File: src/rtl/sibv_pkg.sv
// Shared types and constants for the sparse index to bit vector builder.
package sibv_pkg;

    // Field widths of the input and result items.
    localparam int unsigned POS_W     = 32;
    localparam int unsigned WIDX_W    = 8;
    localparam int unsigned OP_W      = 2;
    localparam int unsigned WORD_W    = 64;
    // Bit select within a word (the low six bits of a difference).
    localparam int unsigned BIT_W     = 6;
    // Word number bits of a non-negative 32-bit difference.
    localparam int unsigned DWORD_W   = POS_W - 1 - BIT_W;
    localparam int unsigned S_TDATA_W = 48;
    localparam int unsigned M_TDATA_W = WIDX_W + WORD_W;

    // Operation codes carried by an input item.
    typedef enum logic [OP_W-1:0] {
        OP_CLEAR = 2'd0,
        OP_SET   = 2'd1,
        OP_READ  = 2'd2
    } op_t;

    // One result item.
    typedef struct packed {
        logic [WORD_W-1:0] word_value;
        logic [WIDX_W-1:0] word_index_out;
    } out_item_t;

    // Push request from the word stage into the result queue.
    typedef struct packed {
        logic      valid;
        out_item_t item;
    } out_push_t;

endpackage

File: src/rtl/sibv_outq.sv
// Two-entry result queue that decouples the word stage from the result channel.
module sibv_outq (
    input  logic                  aclk,
    input  logic                  aresetn,
    input  sibv_pkg::out_push_t   push,
    output logic [1:0]            count,
    output logic                  m_valid,
    input  logic                  m_ready,
    output sibv_pkg::out_item_t   m_item
);

    sibv_pkg::out_item_t ent_reg [2];
    logic                rd_ptr_reg;
    logic [1:0]          count_reg;
    logic [1:0]          count_next;
    logic                wr_ptr;
    logic                pop;

    assign pop     = m_valid && m_ready;
    assign wr_ptr  = rd_ptr_reg ^ count_reg[0];
    assign m_valid = (count_reg != 2'd0);
    assign m_item  = ent_reg[rd_ptr_reg];
    assign count   = count_reg;

    // Occupancy after this edge.
    always_comb begin
        count_next = count_reg + 2'(push.valid) - 2'(pop);
    end

    // Control state of the queue.
    always_ff @(posedge aclk) begin
        if (!aresetn) begin
            rd_ptr_reg <= 1'b0;
            count_reg  <= 2'd0;
        end else begin
            count_reg <= count_next;
            if (pop) begin
                rd_ptr_reg <= ~rd_ptr_reg;
            end
        end
    end

    // Entry storage needs no reset.
    always_ff @(posedge aclk) begin
        if (push.valid) begin
            ent_reg[wr_ptr] <= push.item;
        end
    end

endmodule
File: config.mk
export PLATFORM = sky130hd
export DESIGN_NAME = sibv_outq
export DESIGN_NICKNAME = d
export VERILOG_FILES = /design/src/rtl/sibv_pkg.sv /design/src/rtl/sibv_outq.sv
export SDC_FILE = /design/constraint.sdc
export NUM_CORES = 1
export LEC_CHECK = 0
export ABC_CLOCK_PERIOD_IN_PS = 6310
export BUFFER_PORTS_ARGS = -buffer_cell sky130_fd_sc_hd__buf_2
export CORE_MARGIN = 5
export CORE_UTILIZATION = 52
export DETAILED_ROUTE_END_ITERATION = 8
export PLACE_DENSITY_LB_ADDON = 0.08
export SLEW_MARGIN = 10
export SYNTH_ARGS = -nofsm -noshare
export SYNTH_HDL_FRONTEND = slang
export SYNTH_SLANG_ARGS = --single-unit
export TNS_END_PERCENT = 20
File: constraint.sdc
create_clock -name aclk -period 6.31 [get_ports aclk]
set_input_delay 1.262 -clock aclk [delete_from_list [all_inputs] [get_ports aclk]]
set_output_delay 1.262 -clock aclk [all_outputs]
set_load 0.005 [all_outputs]
==> out/qor.txt <==
Status: finished, final reports clean
Logic pwr share: 24.6%
# fillers: 766
Ys Warns: 0
Worst-path clk slew: 0.06 ns
Post-CTS Setup Inserts: 0
Core area: 10800 um2
Total design power: 3.20 mW
Crit-path max FO: 44
Commonest cells in the netlist: edfxtp_1 (144), mux2_4 (70), buf_12 (7)
Non-Filler Instances: 560
Yosys cell types: 17
Flop pwr share: 46.6%
Reg-to-reg slack, setup: 3.90 ns
# DRC: 0
Synth Cell Area: 5760 um2
Setup TNS: 0 ns
Post-CTS sizing: 0
Share of layout cells above drive strength 1: 61.2%
Total routed wirelength: 9940 um
CTS max path bufs: 2
Post-synth top area share: 75.0%
Die H: 115 um
Post-CTS Hold Buffers: 0
Tmin final: 3.78 ns
Tightest Hold Check Type: flop to flop
Peak VDD IR: 0.572 mV
Relative slew margins: 27.1%
Syn Area/Cell: 23.6 um2
Async S/R FF share, synth: 0%
Max Cap Viol: 0
Startpoint types: flop
Count of final setup violators: 0
Worst EP arrival: 2.52 ns
Setup crit end kind: output pin
Achievable Freq: 265 MHz
Hold path cells: 2
Cells after Synth: 244
H-Tree Depth: 4
Post-synthesis sequential area ratio: 76.4%
WP data required: 5.05 ns
HPWL after DPL: 6590 um
Largest register FFs: 144
Die width: 115 um
Dominant cell type by area after synthesis: edfxtp_1
# IOs: 151
Post-synth EDFFs: 144
Post-route ant nets: 0
Kind of critical path: flop to output pin
RSZ-0062 raised after global routing: no
R2R depth: 3
First-pass GRT wire length: 15300 um
Layout area overhead: 23.6%
Net Sw Power: 822 uW
Routability-driven placement congestion ratio: 0.723
CTS Root Cell: clkbuf_8
CTS tree: yes
DRT Pass-1 Iters: 4
Sink Count: 148
Int Power: 2.38 mW
Largest net degree at the start of global routing: 73
Worst skew pair latency: 0.51 ns
Max-slew violation count: 0
Vias in the first global route: 2949
Gr usage total: 15.7%
Launch point of the worst reg-to-reg path: count[0]$_SDFF_PN0_
Drt first-iter violations: 95
Std-Cell Rows: 38
Diode count: 0
CTS Buf Count: 17
Die Footprint: 13300 um2
Register bit total from synthesis: 148
Top-count cell post-synth: edfxtp_1
R2R Path End: ent_reg[1][44]$_DFFE_PP_
Synth area leaders: edfxtp_1 (75%), mux2_4 (18%), buf_12 (2.4%)
Final hold violation count: 0
Clk_skew: 0.00340 ns
Setup ws final: 2.53 ns
Min-Delay Startpoint: rd_ptr_reg$_SDFFE_PN0P_
Remaining Overflow, GRT: 0
Switch share: 25.7%
PortBufs: 150
Dpl ws: 3.02 ns
Post-DR wirelength/cell: 17.8 um
Final Cycle Share: 59.9%
Nets: 485
Mapped Nets: 322
Antenna violations before repair: 2
Top_reg_cell synth: edfxtp_1
Vias per cell: 4.93
Leakage dissipation: 2.83 nW
DR vias: 2758
Pwr per Cell Area: 450 nW/um2
DP Cell Count: 528
Initial Util: 53.2%
Power share of the clock group: 28.8%
Slew @ Worst Pin: 1.09 ns
-- power groups by stage --
stage / Combinational, mW / Sequential (mW) / Clock [mW]
after floorplan: 0.592 / 1.47 / 0
after global placement: 0.800 / 1.51 / 0
after detailed placement: 0.807 / 1.52 / 0
after CTS: 0.811 / 1.50 / 0.946
after global routing: 0.852 / 1.52 / 0.997
final: 0.789 / 1.49 / 0.921
-- cells by family (layout without fill, tap and decap cells) --
kind of cell	Yosys count	in the layout	share of synthesized area [%]
compound gates	1	1	0.130
buf+inv	10	186	2.76
mux	74	74	19.0
fa+ha+maj	2	2	0.434
xor+xnor	2	2	0.543
flops	148	148	76.4
simple gates	7	7	0.717
-- critical path, stage by stage, from the launching register on --
cell	delay, ns
dfxtp_4	0.88
buf_4	0.61
mux2_4	0.35
buf_2	0.13
-- layout by cell type (no fill, tap or decap) --
cell	synthesis	layout
xnor3_1	1	1
clkinv_4	0	2
mux2_2	2	2
bufinv_16	0	2
and2_1	2	1
clkinv_1	0	3
mux2_4	70	70
mux2i_1	2	2
clkinvlp_4	0	5
nor2b_1	2	1
nand2b_1	1	1
nand2_1	1	1
nor2b_4	0	1
inv_1	2	2
clkbuf_8	0	1
dfxtp_1	4	3
edfxtp_1	144	144
o21a_1	1	1
and2_4	0	1
clkbuf_16	0	16
buf_2	0	150
clkinv_2	0	3
xnor2_1	1	1
or2_2	1	1
ha_1	2	2
buf_4	0	2
dfxtp_4	0	1
-- routing by layer --
layer,wire length (um),vias up,global-route usage (%)
met5,21,-,0
met4,136,4,7.04
met2,4990,96,24.7
met1,3980,1349,19.2
met3,810,14,6.32
li1,-,1295,-
-- final cells by class --
| class | count | area, um2 | share of cell area (%) |
|---|---|---|---|
| Sequential cell | 148 | 4410 | 61.9 |
| Multi-Input combinational cell | 86 | 1210 | 17.0 |
| Tap cell | 140 | 175 | 2.46 |
| Inverter | 2 | 7.51 | 0.105 |
| Clock inverter | 15 | 141 | 1.99 |
| Timing Repair Buffer | 152 | 766 | 10.8 |
| Clock buffer | 17 | 414 | 5.82 |
-- metrics by stage --
stage | util [%] | area, um2 | hold slack (ns)
final | 65.7 | 7120 | 0.523
after global routing | 65.7 | 7120 | 0.545
after CTS | 65.7 | 7120 | 0.526
after detailed placement | 60.6 | 6570 | 0.510
after global placement | 60.6 | 6570 | 0.488
after floorplan | - | 5760 | 0.477
-- worst max-delay path by stage --
stage / start / cells after the start / to
after floorplan: push[72] / 1 / ent_reg[1][0]$_DFFE_PP_
after global placement: flop / 3 / m_item[53]
after detailed placement: flop / 3 / m_item[53]
after CTS: flop / 3 / m_item[34]
after global routing: flop / 3 / m_item[34]
final: flop / 3 / m_item[33]
Power figures use the tool's default switching activity.
